## config.mk

```make
export PLATFORM = sky130hd
export DESIGN_NAME = round_robin_crossbar_arbiter_unit
export DESIGN_NICKNAME = d
export VERILOG_FILES = /design/src/design/rrca_pkg.sv /design/src/design/rrca_fifo.sv /design/src/design/rrca_front.sv /design/src/design/rrca_engine.sv /design/src/design/round_robin_crossbar_arbiter_unit.sv
export SDC_FILE = /design/constraint.sdc
export NUM_CORES = 1
export LEC_CHECK = 0
export ABC_AREA = 0
export BUFFER_PORTS_ARGS = -buffer_cell sky130_fd_sc_hd__buf_2
export CORE_ASPECT_RATIO = 0.75
export CORE_MARGIN = 3
export CORE_UTILIZATION = 45
export CTS_BUF_LIST = sky130_fd_sc_hd__clkbuf_8 sky130_fd_sc_hd__clkbuf_16
export DETAILED_ROUTE_END_ITERATION = 8
export GPL_ROUTABILITY_DRIVEN = 1
export MAX_ROUTING_LAYER = met4
export PLACE_DENSITY = 0.72
export SYNTH_ARGS = -nofsm -noshare
export SYNTH_HDL_FRONTEND = slang
export SYNTH_SLANG_ARGS = --single-unit
```

## constraint.sdc

```tcl
create_clock -name clk -period 4.6 [get_ports clk]
set_input_delay 1.38 -clock clk [delete_from_list [all_inputs] [get_ports clk]]
set_output_delay 1.38 -clock clk [all_outputs]
set_load 0.02 [all_outputs]
```

## src/design/rrca_pkg.sv

```systemverilog
package rrca_pkg;

  // Fixed geometry, set by the field widths of the channels.
  localparam int PORTS        = 4;
  localparam int SLOTS        = 2;
  localparam int PAYLOAD_BITS = 8;
  localparam int PORT_W       = 2;
  localparam int SLOT_W       = 1;
  localparam int COUNT_W      = 4;

  // Default FIFO depth per input port.
  localparam int DEF_QUEUE_DEPTH = 8;

  // Depths of the decoupling queues.
  localparam int CMD_Q_DEPTH = 2;
  localparam int RES_Q_DEPTH = 2;

  // Configuration register widths and reset values.
  localparam int CFG_IDX_W  = 2;
  localparam int CFG_DATA_W = 5;
  localparam int ACTIVE_W   = 3;
  localparam int SLOTS_W    = 2;
  localparam int LIMIT_W    = 5;

  localparam logic [ACTIVE_W-1:0]       ACTIVE_RESET = ACTIVE_W'(4);
  localparam logic [SLOTS_W-1:0]        SLOTS_RESET  = SLOTS_W'(2);
  localparam logic signed [LIMIT_W-1:0] LIMIT_NONE   = {LIMIT_W{1'b1}};

  typedef enum logic [1:0] {
    CMD_ENQUEUE = 2'd0,
    CMD_FREE    = 2'd1,
    CMD_ROUND   = 2'd2
  } rrca_cmd_e;

  typedef enum logic [1:0] {
    KIND_ENQ_ACK = 2'd0,
    KIND_MOVED   = 2'd1,
    KIND_FREED   = 2'd2,
    KIND_DONE    = 2'd3
  } rrca_kind_e;

  typedef enum logic [CFG_IDX_W-1:0] {
    CFG_ACTIVE_PORTS    = 2'd0,
    CFG_SLOTS_IN_USE    = 2'd1,
    CFG_EVENTS_PER_PORT = 2'd2
  } rrca_cfg_idx_e;

  typedef enum logic [1:0] {
    ST_IDLE,
    ST_HEAD,
    ST_SLOT,
    ST_DONE
  } rrca_state_e;

  // Input item as it arrives on the port.
  typedef struct packed {
    logic [1:0]              cmd;
    logic [PORT_W-1:0]       port;
    logic [PORT_W-1:0]       dest;
    logic [SLOT_W-1:0]       slot;
    logic [PAYLOAD_BITS-1:0] payload;
  } rrca_item_t;

  // Decoded operation handed from the front end to the engine.
  typedef struct packed {
    rrca_cmd_e               op;
    logic [PORT_W-1:0]       port;
    logic [PORT_W-1:0]       dest;
    logic [SLOT_W-1:0]       slot;
    logic [PAYLOAD_BITS-1:0] payload;
  } rrca_op_t;

  // One queued event.
  typedef struct packed {
    logic [PORT_W-1:0]       dest;
    logic [PAYLOAD_BITS-1:0] payload;
  } rrca_event_t;

  // One result item.
  typedef struct packed {
    rrca_kind_e              kind;
    logic                    ok;
    logic [PORT_W-1:0]       src_port;
    logic [PORT_W-1:0]       out_dest;
    logic [SLOT_W-1:0]       out_slot;
    logic [PAYLOAD_BITS-1:0] out_payload;
    logic [COUNT_W-1:0]      move_total;
    logic                    last;
  } rrca_result_t;

endpackage

```

## src/design/rrca_fifo.sv

```systemverilog
module rrca_fifo
  import rrca_pkg::*;
#(
  parameter int WIDTH = 8,
  parameter int DEPTH = 2
) (
  input  logic             clk,
  input  logic             rst_n,
  input  logic             push,
  input  logic [WIDTH-1:0] wdata,
  output logic             full,
  input  logic             pop,
  output logic [WIDTH-1:0] rdata,
  output logic             empty
);

  localparam int PTR_W = (DEPTH > 1) ? $clog2(DEPTH) : 1;
  localparam int CNT_W = $clog2(DEPTH + 1);

  logic [WIDTH-1:0] entry_r [DEPTH];
  logic [PTR_W-1:0] wr_ptr_r, wr_ptr_nxt;
  logic [PTR_W-1:0] rd_ptr_r, rd_ptr_nxt;
  logic [CNT_W-1:0] cnt_r, cnt_nxt;
  logic             do_push, do_pop;

  assign full    = (cnt_r == CNT_W'(DEPTH));
  assign empty   = (cnt_r == '0);
  assign do_push = push && !full;
  assign do_pop  = pop && !empty;
  assign rdata   = entry_r[rd_ptr_r];

  // Pointer and fill count update for each transfer.
  always_comb begin
    wr_ptr_nxt = wr_ptr_r;
    rd_ptr_nxt = rd_ptr_r;
    cnt_nxt    = cnt_r;
    if (do_push) begin
      wr_ptr_nxt = (wr_ptr_r == PTR_W'(DEPTH - 1)) ? '0 : wr_ptr_r + PTR_W'(1);
    end
    if (do_pop) begin
      rd_ptr_nxt = (rd_ptr_r == PTR_W'(DEPTH - 1)) ? '0 : rd_ptr_r + PTR_W'(1);
    end
    if (do_push && !do_pop) begin
      cnt_nxt = cnt_r + CNT_W'(1);
    end else if (do_pop && !do_push) begin
      cnt_nxt = cnt_r - CNT_W'(1);
    end
  end

  always_ff @(posedge clk) begin
    if (!rst_n) begin
      wr_ptr_r <= '0;
      rd_ptr_r <= '0;
      cnt_r    <= '0;
    end else begin
      wr_ptr_r <= wr_ptr_nxt;
      rd_ptr_r <= rd_ptr_nxt;
      cnt_r    <= cnt_nxt;
    end
  end

  // Storage needs no reset.
  always_ff @(posedge clk) begin
    if (do_push) begin
      entry_r[wr_ptr_r] <= wdata;
    end
  end

endmodule

```

## src/design/rrca_front.sv

```systemverilog
module rrca_front
  import rrca_pkg::*;
(
  input  logic       clk,
  input  logic       rst_n,
  input  logic       push,
  output logic       full,
  input  rrca_item_t in_data,
  input  logic       q_full,
  output logic       q_push,
  output rrca_op_t   q_data
);

  logic     valid_r, valid_nxt;
  rrca_op_t op_r, op_nxt;
  logic     accept;
  logic     legal;

  assign full   = valid_r && q_full;
  assign accept = push && !full;
  assign q_push = valid_r && !q_full;
  assign q_data = op_r;

  // Decode the command; an unknown code is dropped here and never reaches the engine.
  always_comb begin
    legal          = 1'b0;
    op_nxt         = op_r;
    op_nxt.port    = in_data.port;
    op_nxt.dest    = in_data.dest;
    op_nxt.slot    = in_data.slot;
    op_nxt.payload = in_data.payload;
    unique case (in_data.cmd)
      CMD_ENQUEUE: begin
        legal     = 1'b1;
        op_nxt.op = CMD_ENQUEUE;
      end
      CMD_FREE: begin
        legal     = 1'b1;
        op_nxt.op = CMD_FREE;
      end
      CMD_ROUND: begin
        legal     = 1'b1;
        op_nxt.op = CMD_ROUND;
      end
      default: begin
        legal = 1'b0;
      end
    endcase
  end

  // Holding stage: a new item may load in the cycle the old one moves on.
  always_comb begin
    valid_nxt = valid_r;
    if (accept) begin
      valid_nxt = legal;
    end else if (q_push) begin
      valid_nxt = 1'b0;
    end
  end

  always_ff @(posedge clk) begin
    if (!rst_n) begin
      valid_r <= 1'b0;
    end else begin
      valid_r <= valid_nxt;
    end
  end

  always_ff @(posedge clk) begin
    if (accept) begin
      op_r <= op_nxt;
    end
  end

endmodule

```

## src/design/rrca_engine.sv

```systemverilog
module rrca_engine
  import rrca_pkg::*;
#(
  parameter int QUEUE_DEPTH = DEF_QUEUE_DEPTH
) (
  input  logic                  clk,
  input  logic                  rst_n,
  input  logic                  cfg_we,
  input  logic [CFG_IDX_W-1:0]  cfg_idx,
  input  logic [CFG_DATA_W-1:0] cfg_wdata,
  input  logic                  cmd_empty,
  input  rrca_op_t              cmd_data,
  output logic                  cmd_pop,
  input  logic                  res_full,
  output logic                  res_push,
  output rrca_result_t          res_data
);

  localparam int HW = (QUEUE_DEPTH > 1) ? $clog2(QUEUE_DEPTH) : 1;
  localparam int CW = $clog2(QUEUE_DEPTH + 1);
  localparam int AW = $clog2(PORTS * QUEUE_DEPTH);

  // Configuration registers.
  logic [ACTIVE_W-1:0]       active_r;
  logic [SLOTS_W-1:0]        slots_r;
  logic signed [LIMIT_W-1:0] limit_r;

  // Queue bookkeeping and output slot state.
  logic [CW-1:0]                      cnt_r   [PORTS];
  logic [CW-1:0]                      cnt_nxt [PORTS];
  logic [HW-1:0]                      head_r  [PORTS];
  logic [HW-1:0]                      head_nxt[PORTS];
  logic [PORTS-1:0][SLOTS-1:0]        busy_r, busy_nxt;
  logic [PAYLOAD_BITS-1:0]            slot_pay_r [PORTS][SLOTS];

  // Round sequencer.
  rrca_state_e         state_r, state_nxt;
  logic [PORT_W-1:0]   start_r, start_nxt;
  logic [PORT_W-1:0]   cur_r, cur_nxt;
  logic [PORT_W-1:0]   visit_r, visit_nxt;
  logic [LIMIT_W-2:0]  j_r, j_nxt;
  logic [COUNT_W-1:0]  moved_r, moved_nxt;
  logic [ACTIVE_W-1:0] n_r, n_nxt;
  logic [SLOTS_W-1:0]  ns_r, ns_nxt;

  // Event memory.
  rrca_event_t qmem [PORTS * QUEUE_DEPTH];
  rrca_event_t rd_q;
  logic        mem_we, mem_re;
  logic [AW-1:0] mem_waddr, mem_raddr;
  rrca_event_t mem_wdata;

  // Slot payload write.
  logic                    pay_we;
  logic [PORT_W-1:0]       pay_dest;
  logic [SLOT_W-1:0]       pay_slot;
  logic [PAYLOAD_BITS-1:0] pay_data;

  // Next state and outputs of the sequencer.
  always_comb begin
    logic               limit_ok;
    logic               last_port;
    logic [PORT_W-1:0]  cur_adv;
    logic               found;
    logic [SLOT_W-1:0]  fs;
    logic [CW:0]        pos_sum;
    logic [HW-1:0]      pos;
    logic               enq_ok;
    logic               free_ok;
    logic [ACTIVE_W-1:0] n_new;
    logic [PORT_W-1:0]  start_fix;

    state_nxt = state_r;
    start_nxt = start_r;
    cur_nxt   = cur_r;
    visit_nxt = visit_r;
    j_nxt     = j_r;
    moved_nxt = moved_r;
    n_nxt     = n_r;
    ns_nxt    = ns_r;
    cnt_nxt   = cnt_r;
    head_nxt  = head_r;
    busy_nxt  = busy_r;
    cmd_pop   = 1'b0;
    res_push  = 1'b0;
    res_data  = '0;
    mem_we    = 1'b0;
    mem_waddr = '0;
    mem_wdata = '0;
    mem_re    = 1'b0;
    mem_raddr = '0;
    pay_we    = 1'b0;
    pay_dest  = rd_q.dest;
    pay_slot  = '0;
    pay_data  = rd_q.payload;

    // Move limit for the port under visit; minus one lifts it.
    limit_ok = (limit_r == LIMIT_NONE) ||
               (!limit_r[LIMIT_W-1] && ({1'b0, j_r} < $unsigned(limit_r)));

    // Step to the next active port of the round.
    last_port = ({1'b0, visit_r} == (n_r - ACTIVE_W'(1)));
    cur_adv   = (({1'b0, cur_r} + ACTIVE_W'(1)) == n_r) ? '0 : cur_r + PORT_W'(1);

    // Lowest free usable slot of the head event's destination.
    found = 1'b0;
    fs    = '0;
    for (int s = 0; s < SLOTS; s++) begin
      if (!found && (SLOTS_W'(s) < ns_r) && !busy_r[rd_q.dest][s]) begin
        found = 1'b1;
        fs    = SLOT_W'(s);
      end
    end

    // Tail position of the addressed port's queue.
    pos_sum = (CW+1)'(head_r[cmd_data.port]) + (CW+1)'(cnt_r[cmd_data.port]);
    if (pos_sum >= (CW+1)'(QUEUE_DEPTH)) begin
      pos = HW'(pos_sum - (CW+1)'(QUEUE_DEPTH));
    end else begin
      pos = HW'(pos_sum);
    end
    enq_ok  = (cnt_r[cmd_data.port] < CW'(QUEUE_DEPTH));
    free_ok = busy_r[cmd_data.dest][cmd_data.slot];

    // Round setup: clamp the active port count and the start port.
    if (active_r == '0) begin
      n_new = ACTIVE_W'(1);
    end else if (active_r > ACTIVE_W'(PORTS)) begin
      n_new = ACTIVE_W'(PORTS);
    end else begin
      n_new = active_r;
    end
    start_fix = ({1'b0, start_r} >= n_new) ? '0 : start_r;

    unique case (state_r)
      ST_IDLE: begin
        if (!cmd_empty && !res_full) begin
          cmd_pop = 1'b1;
          unique case (cmd_data.op)
            CMD_ENQUEUE: begin
              if (enq_ok) begin
                mem_we    = 1'b1;
                mem_waddr = AW'(cmd_data.port) * AW'(QUEUE_DEPTH) + AW'(pos);
                mem_wdata.dest    = cmd_data.dest;
                mem_wdata.payload = cmd_data.payload;
                cnt_nxt[cmd_data.port] = cnt_r[cmd_data.port] + CW'(1);
              end
              res_push             = 1'b1;
              res_data.kind        = KIND_ENQ_ACK;
              res_data.ok          = enq_ok;
              res_data.src_port    = cmd_data.port;
              res_data.out_dest    = cmd_data.dest;
              res_data.out_payload = cmd_data.payload;
              res_data.last        = 1'b1;
            end
            CMD_FREE: begin
              busy_nxt[cmd_data.dest][cmd_data.slot] = 1'b0;
              res_push             = 1'b1;
              res_data.kind        = KIND_FREED;
              res_data.ok          = free_ok;
              res_data.out_dest    = cmd_data.dest;
              res_data.out_slot    = cmd_data.slot;
              res_data.out_payload = free_ok ?
                                     slot_pay_r[cmd_data.dest][cmd_data.slot] : '0;
              res_data.last        = 1'b1;
            end
            CMD_ROUND: begin
              n_nxt     = n_new;
              ns_nxt    = (slots_r > SLOTS_W'(SLOTS)) ? SLOTS_W'(SLOTS) : slots_r;
              start_nxt = start_fix;
              cur_nxt   = start_fix;
              visit_nxt = '0;
              j_nxt     = '0;
              moved_nxt = '0;
              state_nxt = ST_HEAD;
            end
            default: begin
              cmd_pop = 1'b1;
            end
          endcase
        end
      end
      ST_HEAD: begin
        if (limit_ok && (cnt_r[cur_r] != '0)) begin
          mem_re    = 1'b1;
          mem_raddr = AW'(cur_r) * AW'(QUEUE_DEPTH) + AW'(head_r[cur_r]);
          state_nxt = ST_SLOT;
        end else begin
          state_nxt = last_port ? ST_DONE : ST_HEAD;
          cur_nxt   = cur_adv;
          visit_nxt = visit_r + PORT_W'(1);
          j_nxt     = '0;
        end
      end
      ST_SLOT: begin
        if (!found) begin
          // Head of line blocked: leave this port.
          state_nxt = last_port ? ST_DONE : ST_HEAD;
          cur_nxt   = cur_adv;
          visit_nxt = visit_r + PORT_W'(1);
          j_nxt     = '0;
        end else if (!res_full) begin
          busy_nxt[rd_q.dest][fs] = 1'b1;
          pay_we   = 1'b1;
          pay_slot = fs;
          head_nxt[cur_r] = (head_r[cur_r] == HW'(QUEUE_DEPTH - 1)) ?
                            '0 : head_r[cur_r] + HW'(1);
          cnt_nxt[cur_r]  = cnt_r[cur_r] - CW'(1);
          j_nxt           = j_r + (LIMIT_W-1)'(1);
          moved_nxt       = moved_r + COUNT_W'(1);
          res_push             = 1'b1;
          res_data.kind        = KIND_MOVED;
          res_data.ok          = 1'b1;
          res_data.src_port    = cur_r;
          res_data.out_dest    = rd_q.dest;
          res_data.out_slot    = fs;
          res_data.out_payload = rd_q.payload;
          state_nxt            = ST_HEAD;
        end
      end
      ST_DONE: begin
        if (!res_full) begin
          res_push             = 1'b1;
          res_data.kind        = KIND_DONE;
          res_data.ok          = 1'b1;
          res_data.move_total  = moved_r;
          res_data.last        = 1'b1;
          start_nxt = (({1'b0, start_r} + ACTIVE_W'(1)) == n_r) ?
                      '0 : start_r + PORT_W'(1);
          state_nxt = ST_IDLE;
        end
      end
      default: begin
        state_nxt = ST_IDLE;
      end
    endcase
  end

  // Sequencer and bookkeeping registers.
  always_ff @(posedge clk) begin
    if (!rst_n) begin
      state_r <= ST_IDLE;
      start_r <= '0;
      cur_r   <= '0;
      visit_r <= '0;
      j_r     <= '0;
      moved_r <= '0;
      n_r     <= ACTIVE_W'(1);
      ns_r    <= '0;
      busy_r  <= '0;
      for (int p = 0; p < PORTS; p++) begin
        cnt_r[p]  <= '0;
        head_r[p] <= '0;
      end
    end else begin
      state_r <= state_nxt;
      start_r <= start_nxt;
      cur_r   <= cur_nxt;
      visit_r <= visit_nxt;
      j_r     <= j_nxt;
      moved_r <= moved_nxt;
      n_r     <= n_nxt;
      ns_r    <= ns_nxt;
      busy_r  <= busy_nxt;
      cnt_r   <= cnt_nxt;
      head_r  <= head_nxt;
    end
  end

  // Configuration writes; an index past the list is ignored.
  always_ff @(posedge clk) begin
    if (!rst_n) begin
      active_r <= ACTIVE_RESET;
      slots_r  <= SLOTS_RESET;
      limit_r  <= LIMIT_NONE;
    end else if (cfg_we) begin
      unique case (cfg_idx)
        CFG_ACTIVE_PORTS:    active_r <= cfg_wdata[ACTIVE_W-1:0];
        CFG_SLOTS_IN_USE:    slots_r  <= cfg_wdata[SLOTS_W-1:0];
        CFG_EVENTS_PER_PORT: limit_r  <= cfg_wdata[LIMIT_W-1:0];
        default: begin
        end
      endcase
    end
  end

  // Event memory: one write and one registered read port.
  always_ff @(posedge clk) begin
    if (mem_we) begin
      qmem[mem_waddr] <= mem_wdata;
    end
  end

  always_ff @(posedge clk) begin
    if (mem_re) begin
      rd_q <= qmem[mem_raddr];
    end
  end

  // Payloads held in the output slots.
  always_ff @(posedge clk) begin
    if (pay_we) begin
      slot_pay_r[pay_dest][pay_slot] <= pay_data;
    end
  end

  // A round never moves more events than there are output slots.
  a_moved_bound: assert property (@(posedge clk) disable iff (!rst_n)
    (state_r == ST_DONE) |-> (moved_r <= COUNT_W'(PORTS * SLOTS)))
    else $error("round moved more events than slots exist");

  // The memory read is only issued for a port that holds an event.
  a_read_nonempty: assert property (@(posedge clk) disable iff (!rst_n)
    (state_r == ST_SLOT) |-> (cnt_r[cur_r] != '0))
    else $error("slot search on an empty queue");

  // The fill count of the port under visit stays within the queue depth.
  a_count_bound: assert property (@(posedge clk) disable iff (!rst_n)
    cnt_r[cur_r] <= CW'(QUEUE_DEPTH))
    else $error("queue fill count overflow");

  // The slot search is only entered right after a head read.
  a_slot_after_head: assert property (@(posedge clk) disable iff (!rst_n)
    (state_r == ST_SLOT && $past(state_r) != ST_SLOT) |-> ($past(state_r) == ST_HEAD))
    else $error("slot search entered without a head read");

endmodule

```

## src/design/round_robin_crossbar_arbiter_unit.sv

```systemverilog
// Channel   Ports                            Transfer when
// input     push, full, in_data              push && !full
// result    empty, pop, out_data             pop && !empty
// config    cfg_we, cfg_idx, cfg_wdata       cfg_we
//
// A round visits the N active ports in turn; each moved event takes a head read of
// the event memory and then the slot search, and a port is left at an empty queue,
// at its move limit or on a blocked head.
// Reset is synchronous and active low; queues, slots and start port clear at once.
// A full result queue stalls the engine, which then fills the command queue and
// raises full; the front end keeps taking items while the engine works.
module round_robin_crossbar_arbiter_unit
  import rrca_pkg::*;
#(
  parameter int QUEUE_DEPTH = DEF_QUEUE_DEPTH
) (
  input  logic                  clk,
  input  logic                  rst_n,
  input  logic                  push,
  output logic                  full,
  input  rrca_item_t            in_data,
  output logic                  empty,
  input  logic                  pop,
  output rrca_result_t          out_data,
  input  logic                  cfg_we,
  input  logic [CFG_IDX_W-1:0]  cfg_idx,
  input  logic [CFG_DATA_W-1:0] cfg_wdata
);

  rrca_op_t     q_wdata, q_rdata;
  logic         q_push, q_full, q_pop, q_empty;
  rrca_result_t res_data;
  logic         res_push, res_full;

  // Front end: takes items and decodes commands.
  rrca_front u_front (
    .clk     (clk),
    .rst_n   (rst_n),
    .push    (push),
    .full    (full),
    .in_data (in_data),
    .q_full  (q_full),
    .q_push  (q_push),
    .q_data  (q_wdata)
  );

  // Command queue between the front end and the engine.
  rrca_fifo #(
    .WIDTH ($bits(rrca_op_t)),
    .DEPTH (CMD_Q_DEPTH)
  ) u_cmd_q (
    .clk   (clk),
    .rst_n (rst_n),
    .push  (q_push),
    .wdata (q_wdata),
    .full  (q_full),
    .pop   (q_pop),
    .rdata (q_rdata),
    .empty (q_empty)
  );

  // Engine: queues, slots and the arbitration round.
  rrca_engine #(
    .QUEUE_DEPTH (QUEUE_DEPTH)
  ) u_engine (
    .clk       (clk),
    .rst_n     (rst_n),
    .cfg_we    (cfg_we),
    .cfg_idx   (cfg_idx),
    .cfg_wdata (cfg_wdata),
    .cmd_empty (q_empty),
    .cmd_data  (q_rdata),
    .cmd_pop   (q_pop),
    .res_full  (res_full),
    .res_push  (res_push),
    .res_data  (res_data)
  );

  // Result queue toward the consumer.
  rrca_fifo #(
    .WIDTH ($bits(rrca_result_t)),
    .DEPTH (RES_Q_DEPTH)
  ) u_res_q (
    .clk   (clk),
    .rst_n (rst_n),
    .push  (res_push),
    .wdata (res_data),
    .full  (res_full),
    .pop   (pop),
    .rdata (out_data),
    .empty (empty)
  );

endmodule

```

# == Yosys cells after proc, flatten, opt, wreduce, memory -nomap -nowiden ==
# Memories as Yosys holds them, arrays and structs flattened. A register that Yosys moved wholly into a read port is not among the register bits.
# Index checks and enable logic that the tools add are counted.
# op_classes
bitwise_logic,8
div_mod_pow,0
mul,0
mux,157
n_lt_le_gt_ge,23
n_addsub,23
shifts,0
eq_ne,27
n_reduce_logical,68
# ops
cell,n
16-bit 2-to-1 mux,8
8-bit 2-to-1 mux,9
2-bit 2-to-1 mux,30
4-bit 2-to-1 mux,14
1-bit 2-to-1 mux,42
10-bit 2-to-1 mux,4
5-bit 2-to-1 mux,7
16-bit bitwise mux,2
16-bit one-hot mux with 2 select lines,1
8-bit one-hot mux with 2 select lines,2
3-bit 2-to-1 mux,10
13-bit one-hot mux with 2 select lines,1
1-bit logical AND,24
5-bit AND reduction,4
2-bit one-hot mux with 3 select lines,3
4-bit binary-select mux with 2-bit select,2
4-bit demux with 2-bit select,2
15-bit 2-to-1 mux,1
2-bit equality test (second input constant),7
2-bit inequality test (second input constant),7
1-bit zero test,13
4-bit by 1-bit adder with 4-bit output (second input constant),3
3-bit binary-select mux with 2-bit select,2
12-bit bitwise mux,1
other kinds (62),107
# word_totals
in_bits,27
output_inout_bits,23
mem_bits_ro,0
ff_bits,91
mem_count,4
latch_bits,0
wordCells,345
ram_bits,456
# memory_table
memory,words,word_bits,read_ports,rd_clocked_by_memory_dff,wr,line_no,rtl
u_engine.qmem,32,10,1,1,1,rrca_engine.sv:47,rrca_event_t qmem [PORTS * QUEUE_DEPTH];
u_engine.slot_pay_r,4,16,1,0,1,rrca_engine.sv:34,logic [PAYLOAD_BITS-1:0] slot_pay_r [PORTS][SLOTS];
u_res_q.entry_r,2,21,1,1,1,rrca_fifo.sv:20,logic [WIDTH-1:0] entry_r [DEPTH];
u_cmd_q.entry_r,2,15,1,1,1,rrca_fifo.sv:20,

# == Longest topological paths before layout ==
# Gate-level depths: netlist of the first run.
# logic_depth
word_depth,19
depth_mapped,14
mapped_depth_nobuf,10

# == Cells and area by module ==
# A second synthesis of the first run with hierarchy kept.
# unflattened
cells_unflattened,1722
hier_area_um2,23527.6
# by_module_without_submodules
mod,area_each_um2,seq_area_each_um2,instances,cells_per_inst
rrca_engine,19887.8,13172.6,1,1530
rrca_fifo (u_res_q),1741.7,1361.3,1,90
rrca_fifo (u_cmd_q),1316.3,1001.0,1,72
rrca_front,581.8,470.5,1,30

# == Least setup slack after synthesis of the first run ==
# OpenSTA, ideal clock, no wires.
# synth_path
kind,register -> register
startpoint,register (tool-made name)
endpoint,memory u_engine.qmem[8][0] in the netlist's numbering (enable)
t_required_ns,4.196
n_path_buf,2
arrival_time_ns,3.859
period_less_slack_ns,4.263
stages_incl_launch_ff,11
setup_slack_ns,0.337
setup_ns,0.404
path_cell_list,dfxtp_1 > buf_6 > buf_2 > mux2i_1 > mux4_2 > ha_1 > fa_1 > xnor2_1 > and2_1 > nand2_1 > nor4_1
# synth_lines
element,line_no
end: declaration,rrca_engine.sv:47

==> results of run 1 <==
cell usage after synthesis (all sizes together) (13+ instances only):
| cell | count | area share (%) |
|---|---|---|
| and3 | 25 | 0.67 |
| buf | 38 | 0.90 |
| nor2 | 132 | 2.1 |
| o21ai | 52 | 1.1 |
| o221ai | 19 | 0.72 |
| a21oi | 63 | 1.4 |
| o22ai | 30 | 0.81 |
| a22oi | 24 | 0.78 |
| inv | 32 | 0.52 |
| mux2i | 75 | 3.2 |
| xor2 | 13 | 0.49 |
| a22o | 20 | 0.75 |
| mux4 | 33 | 3.2 |
| nor3 | 33 | 0.73 |
| a221oi | 20 | 0.75 |
| clkbuf | 42 | 0.68 |
| edfxtp | 481 | 62 |
| mux2 | 46 | 2.2 |
| nand2 | 170 | 2.7 |
| nand3 | 50 | 1.1 |
| nor4 | 14 | 0.40 |
| dfxtp | 78 | 6.7 |
| ha | 29 | 1.6 |
layout make-up:
cell class / instances / area (um2)
fill: 4122 / 24400
sequential: 559 / 16000
multi-input combinational: 966 / 6810
clock buffer: 57 / 1380
tap: 657 / 822
timing repair buffer: 114 / 733
clock inverter: 39 / 288
inverter: 33 / 124
antenna: 2 / 5.00
per-stage QoR:
| stage | power, mW | utilization (%) |
|---|---|---|
| 2_1_floorplan | 7.14 | - |
| 3_3_place_gp | 7.73 | 48.5 |
| 3_5_place_dp | 7.77 | 48.5 |
| 4_1_cts | 11.9 | 51.8 |
| 5_1_grt | 12.3 | 51.8 |
| 6_report | 11.9 | 51.8 |
flip-flops by register name, indices dropped and copies added (netlist names), 3 cells and up, named ones only:
| register | flops |
|---|---|
| u_engine.qmem | 320 |
| u_engine.slot_pay_r | 64 |
| u_res_q.entry_r | 42 |
| u_cmd_q.entry_r | 30 |
| u_engine.cnt_r | 16 |
| u_front.q_data | 15 |
| u_engine.head_r | 12 |
| u_engine.busy_r | 8 |
| u_engine.pay_data | 8 |
| u_engine.limit_r | 5 |
| u_engine.j_r | 4 |
| u_engine.moved_r | 4 |
| u_engine.active_r | 3 |
| u_engine.n_r | 3 |
path summary, 6_finish.rpt:
path / start / endpoint / slack [ns] / cells past startpoint
worst max register to register: flop / u_engine.qmem[30][9] / 0.52 / 6
worst max-delay path: flop / u_engine.qmem[30][9] / 0.52 / 6
worst min register to register: u_front.q_data[2] / u_cmd_q.entry_r[1][2] / 0.45 / 0
worst min-delay path: u_front.q_data[2] / u_cmd_q.entry_r[1][2] / 0.45 / 0
logic make-up (layout without fill, tap and decap cells):
group,count (synthesis),after routing
adders and majority gates,30,30
AOI/OAI and AO/OA,287,287
buffers and inverters,113,243
xor gates and xnor gates,23,23
DFF,559,559
muxes,154,154
and+or+nand+nor,472,472
other,0,2
report_power, final:
part	switching, mW	total [mW]	leakage, nW	internal (mW)
Clock	1.88	4.22	0.855	2.34
Combinational	1.17	1.79	3.01	0.626
Sequential	0.116	5.88	5.04	5.77
layer usage:
layer	track usage (%)	up-vias	part of all wire [%]
li1	-	6485	-
met1	32.0	7322	44
met2	29.8	739	43
met3	6.32	100	11
met4	4.82	0	1.9
met5	-	-	0
==> out/summary.txt, run 1 <==
top_reg_cell synth: edfxtp_1
kind of critical path: flop to flop
CTS Buffer Depth: 3
post-synth net total: 1695
Final Hold Fails: 0
CP Data Arrival Time: 4.29 ns
post-CTS sizing: 0
core box area: 50500 um2
crit share post-route: 88.6%
Post-Syn Instances: 1638
Post-synth EDFFs: 481
register bit total from synthesis: 559
Critical Path Fanout Max: 10
Remaining DRCs: 0
initial DRC count: 1726
Chip Height: 203 um
cell area after synthesis: 23200 um2
total negative slack: 0 ns
Non-Filler Instances: 2427
Die ar.: 54400 um2
adder-cell share of the synthesized area: 1.65%
CTS Sinks: 559
f_max: 245 MHz
total CTS buffers: 51
Vias/cell: 6.03
power density over the cells: 455 nW/um2
P&R area growth vs syn: 12.6%
most frequent cells in the layout: edfxtp_1 (481), nand2_1 (170), nor2_1 (122)
CTS tree: done
WP data required: 4.82 ns
final setup vio count: 0
Max-cap violations: 0
commonest non-fill, non-tap cell in the layout: edfxtp_1
Min Hold Slack: 0.446 ns
largest net degree at the start of global routing: 65
nature of the critical path startpoint: flop
post-synthesis simple-gate area fraction: 9.25%
antenna violations before repair: 1
Max VDD drop: 285 uV
outcome: completed
postcts setup bufs: 0
Placed Area: 24500 um2
Nets: 1782
CP peak stage delay: 0.85 ns
Buf/Inv on CP: 1
Place WS: 0.551 ns
Max Clock Skew: 0.0290 ns
largest family of logic cells by synthesized area: simple AND/OR/NAND/NOR gates
placed insts: 2329
Slew Limit Fails: 0
Leak: 8.90 nW
fin worst setup slack: 0.523 ns
number of primary I/O pins: 50
gr usage total: 21.7%
overall via count from detail_route: 14.6k
Worst slew margin: 23.1%
Syn. warnings: 0
clock-pin slew on the worst setup and hold paths: 0.06 ns
Crit. End Element: flop
Post-CTS Hold Fix Bufs: 0
WL final: 57.4 mm
post-synthesis mux area share: 8.68%
Die X: 268 um
dpl hpwl: 37.9 mm
Top Family by Delay on Critical Path: simple AND/OR/NAND/NOR gates
number of core rows: 71
Clk Latency, worst-skew pair: 0.60 ns
cell at the slowest stage of the critical path: nor2_1
first-pass GRT wire length: 87.0 mm
number of port buffers: 49
RSZ-0062 raised after global routing: false
ratio of cells with drive above 1 in the final layout: 16.6%
WL per Instance: 23.7 um
fraction of synthesis flops using an asynchronous set or reset pin: 0%
CP Cell Sequence: mux2i_1 -> buf_4 -> mux4_2 -> fa_1 -> nand3b_1 -> nor2_1
CTS root buf: clkbuf_16
syn avg cell area: 14.2 um2
vias in the first global route: 14.2k
Initial Util: 46.0%
area fraction in compound gates after synthesis: 8.55%
gr ovfl total: 0
TritonRoute pass-1 iters: 8
xor and xnor area share after synthesis: 0.867%
minimum clock period: 4.08 ns
H-tree depth: 2
Tightest Hold Check Type: flop to flop
ANT nets after route: 0
cell area after layout: 26200 um2
register area share after synthesis: 68.9%
Final GP Congestion: 0.958
Tightest Pin Transition: 1.15 ns
post-synthesis cell type count: 68
No activity file was read; power rests on OpenSTA's default activity.
==> inputs of run 2 (changes only) <==
- RECOVER_POWER: default -> 25
- REMOVE_ABC_BUFFERS: default -> 1
==> out/summary.txt, run 2 (same netlist as run 1, synthesis figures left out) <==
outcome: complete, but fails checks
failing checks: capacitance limit, slew limit
Vias/cell: 5.97
ratio of cells with drive above 1 in the final layout: 15.6%
commonest non-fill, non-tap cell in the layout: edfxtp_1
Total Power: 11.7 mW
kind of critical path: flop to flop
f_max: 251 MHz
Tightest Pin Transition: 1.70 ns
gr ovfl total: 0
vias in the first global route: 14.0k
nature of the critical path startpoint: flop
Die X: 268 um
Nets: 1787
Chip Height: 203 um
total CTS buffers: 51
Hold Path Cell Cnt: 0
antenna violations before repair: 1
gr usage total: 21.5%
ANT cells: 0
area of the multi-input gates: 6810 um2
CTS Buffer Depth: 3
Die ar.: 54400 um2
flop2flop setup slack: 0.61 ns
CP Data Arrival Time: 4.18 ns
Final Hold Fails: 0
Final GP Congestion: 0.917
number of primary I/O pins: 50
ANT nets after route: 0
P&R area growth vs syn: 12.3%
CTS Sinks: 559
max reg flops: 320
FF/Latch Area: 16000 um2
CTS tree: done
post-CTS sizing: 0
postcts setup bufs: 0
end of the worst hold path: u_cmd_q.entry_r[0][6]
minimum clock period: 3.99 ns
dpl hpwl: 37.3 mm
filler instances: 4100
RSZ-0062 raised after global routing: false
hold path start: u_front.q_data[6]
most flop-heavy register: u_engine.qmem
first-pass GRT wire length: 86.2 mm
Leak: 8.85 nW
Crit. End Element: flop
core box area: 50500 um2
most frequent cells in the layout: edfxtp_1 (481), nand2_1 (170), nor2_1 (122)
Max VDD drop: 265 uV
WP data required: 4.79 ns
total negative slack: 0 ns
largest net degree at the start of global routing: 39
WL per Instance: 23.4 um
initial DRC count: 1580
number of core rows: 71
Initial Util: 46.0%
clock-pin slew on the worst setup and hold paths: 0.06 ns
Critical Path Fanout Max: 10
Slew Limit Fails: 16
CTS root buf: clkbuf_16
TritonRoute pass-1 iters: 5
crit share post-route: 86.6%
WL final: 56.8 mm
Worst slew margin: -13.6%
Tightest Hold Check Type: flop to flop
Remaining DRCs: 0
worst reg-to-reg path cell count: 7
overall via count from detail_route: 14.5k
H-tree depth: 2
number of port buffers: 49
Clk Latency, worst-skew pair: 0.59 ns
power density over the cells: 450 nW/um2
reg-to-reg endpoint: u_engine.qmem[11][8]
Max Clock Skew: 0.0295 ns
Top Registers: u_engine.qmem (320), u_engine.slot_pay_r (64), u_res_q.entry_r (42)
final setup vio count: 0
Max-cap violations: 1
Post-CTS Hold Fix Bufs: 0
[run 2: worst max path at each step]
| stage | to | slack (ns) | depth (start not counted) |
|---|---|---|---|
| floorplan | u_engine.pay_data[0] | -0.31 | 8 |
| global placement | u_engine.qmem[15][0] | 0.75 | 7 |
| detailed placement | u_engine.qmem[11][0] | 0.60 | 7 |
| CTS | u_engine.qmem[11][8] | 0.59 | 7 |
| global route | u_engine.pay_data[0] | 0.41 | 10 |
| finish | u_engine.qmem[11][8] | 0.61 | 7 |
[run 2: worst max-delay path: stages, from the launching register on]
cell and delay, ns:
dfxtp_1 0.45, mux2i_1 0.22, buf_4 0.22, mux4_2 0.51
ha_1 0.20, fa_1 0.67, nand3_1 0.46, nor2_1 0.87
[run 2: area by class of cell]
cell class / count / share of cell area [%]
multi-input combinational: 966 / 26.1
tap: 657 / 3.15
clock inverter: 38 / 0.902
clock buffer: 55 / 5.19
timing repair buffer: 119 / 2.85
sequential: 559 / 61.3
inverter: 33 / 0.475
[run 2: report_power, final]
part           internal [mW]  total [mW]  switching, mW
clock                   2.23        4.05           1.82
sequential              5.77        5.89          0.119
combinational          0.618        1.80           1.18
[run 2: stage by stage]
step | area (um2) | hold slack (ns) | worst slack, ns | std cells | util (%)
after global placement | 24500 | 0.431 | 0.749 | 2334 | 48.5
after floorplan | 22900 | 0.421 | -0.305 | 1558 | -
after global routing | 26100 | 0.471 | 0.409 | 2427 | 51.6
after CTS | 26100 | 0.451 | 0.594 | 2427 | 51.7
after detailed placement | 24500 | 0.438 | 0.603 | 2334 | 48.5
final | 26100 | 0.457 | 0.614 | 2427 | 51.6
[run 2: layer usage]
layer	track usage (%)	share of wire, %	wire length, um
met1	31.9	45	25600
met5	-	0	0
met2	30.4	43	24700
met3	4.62	9.3	5280
met4	5.17	2.3	1290
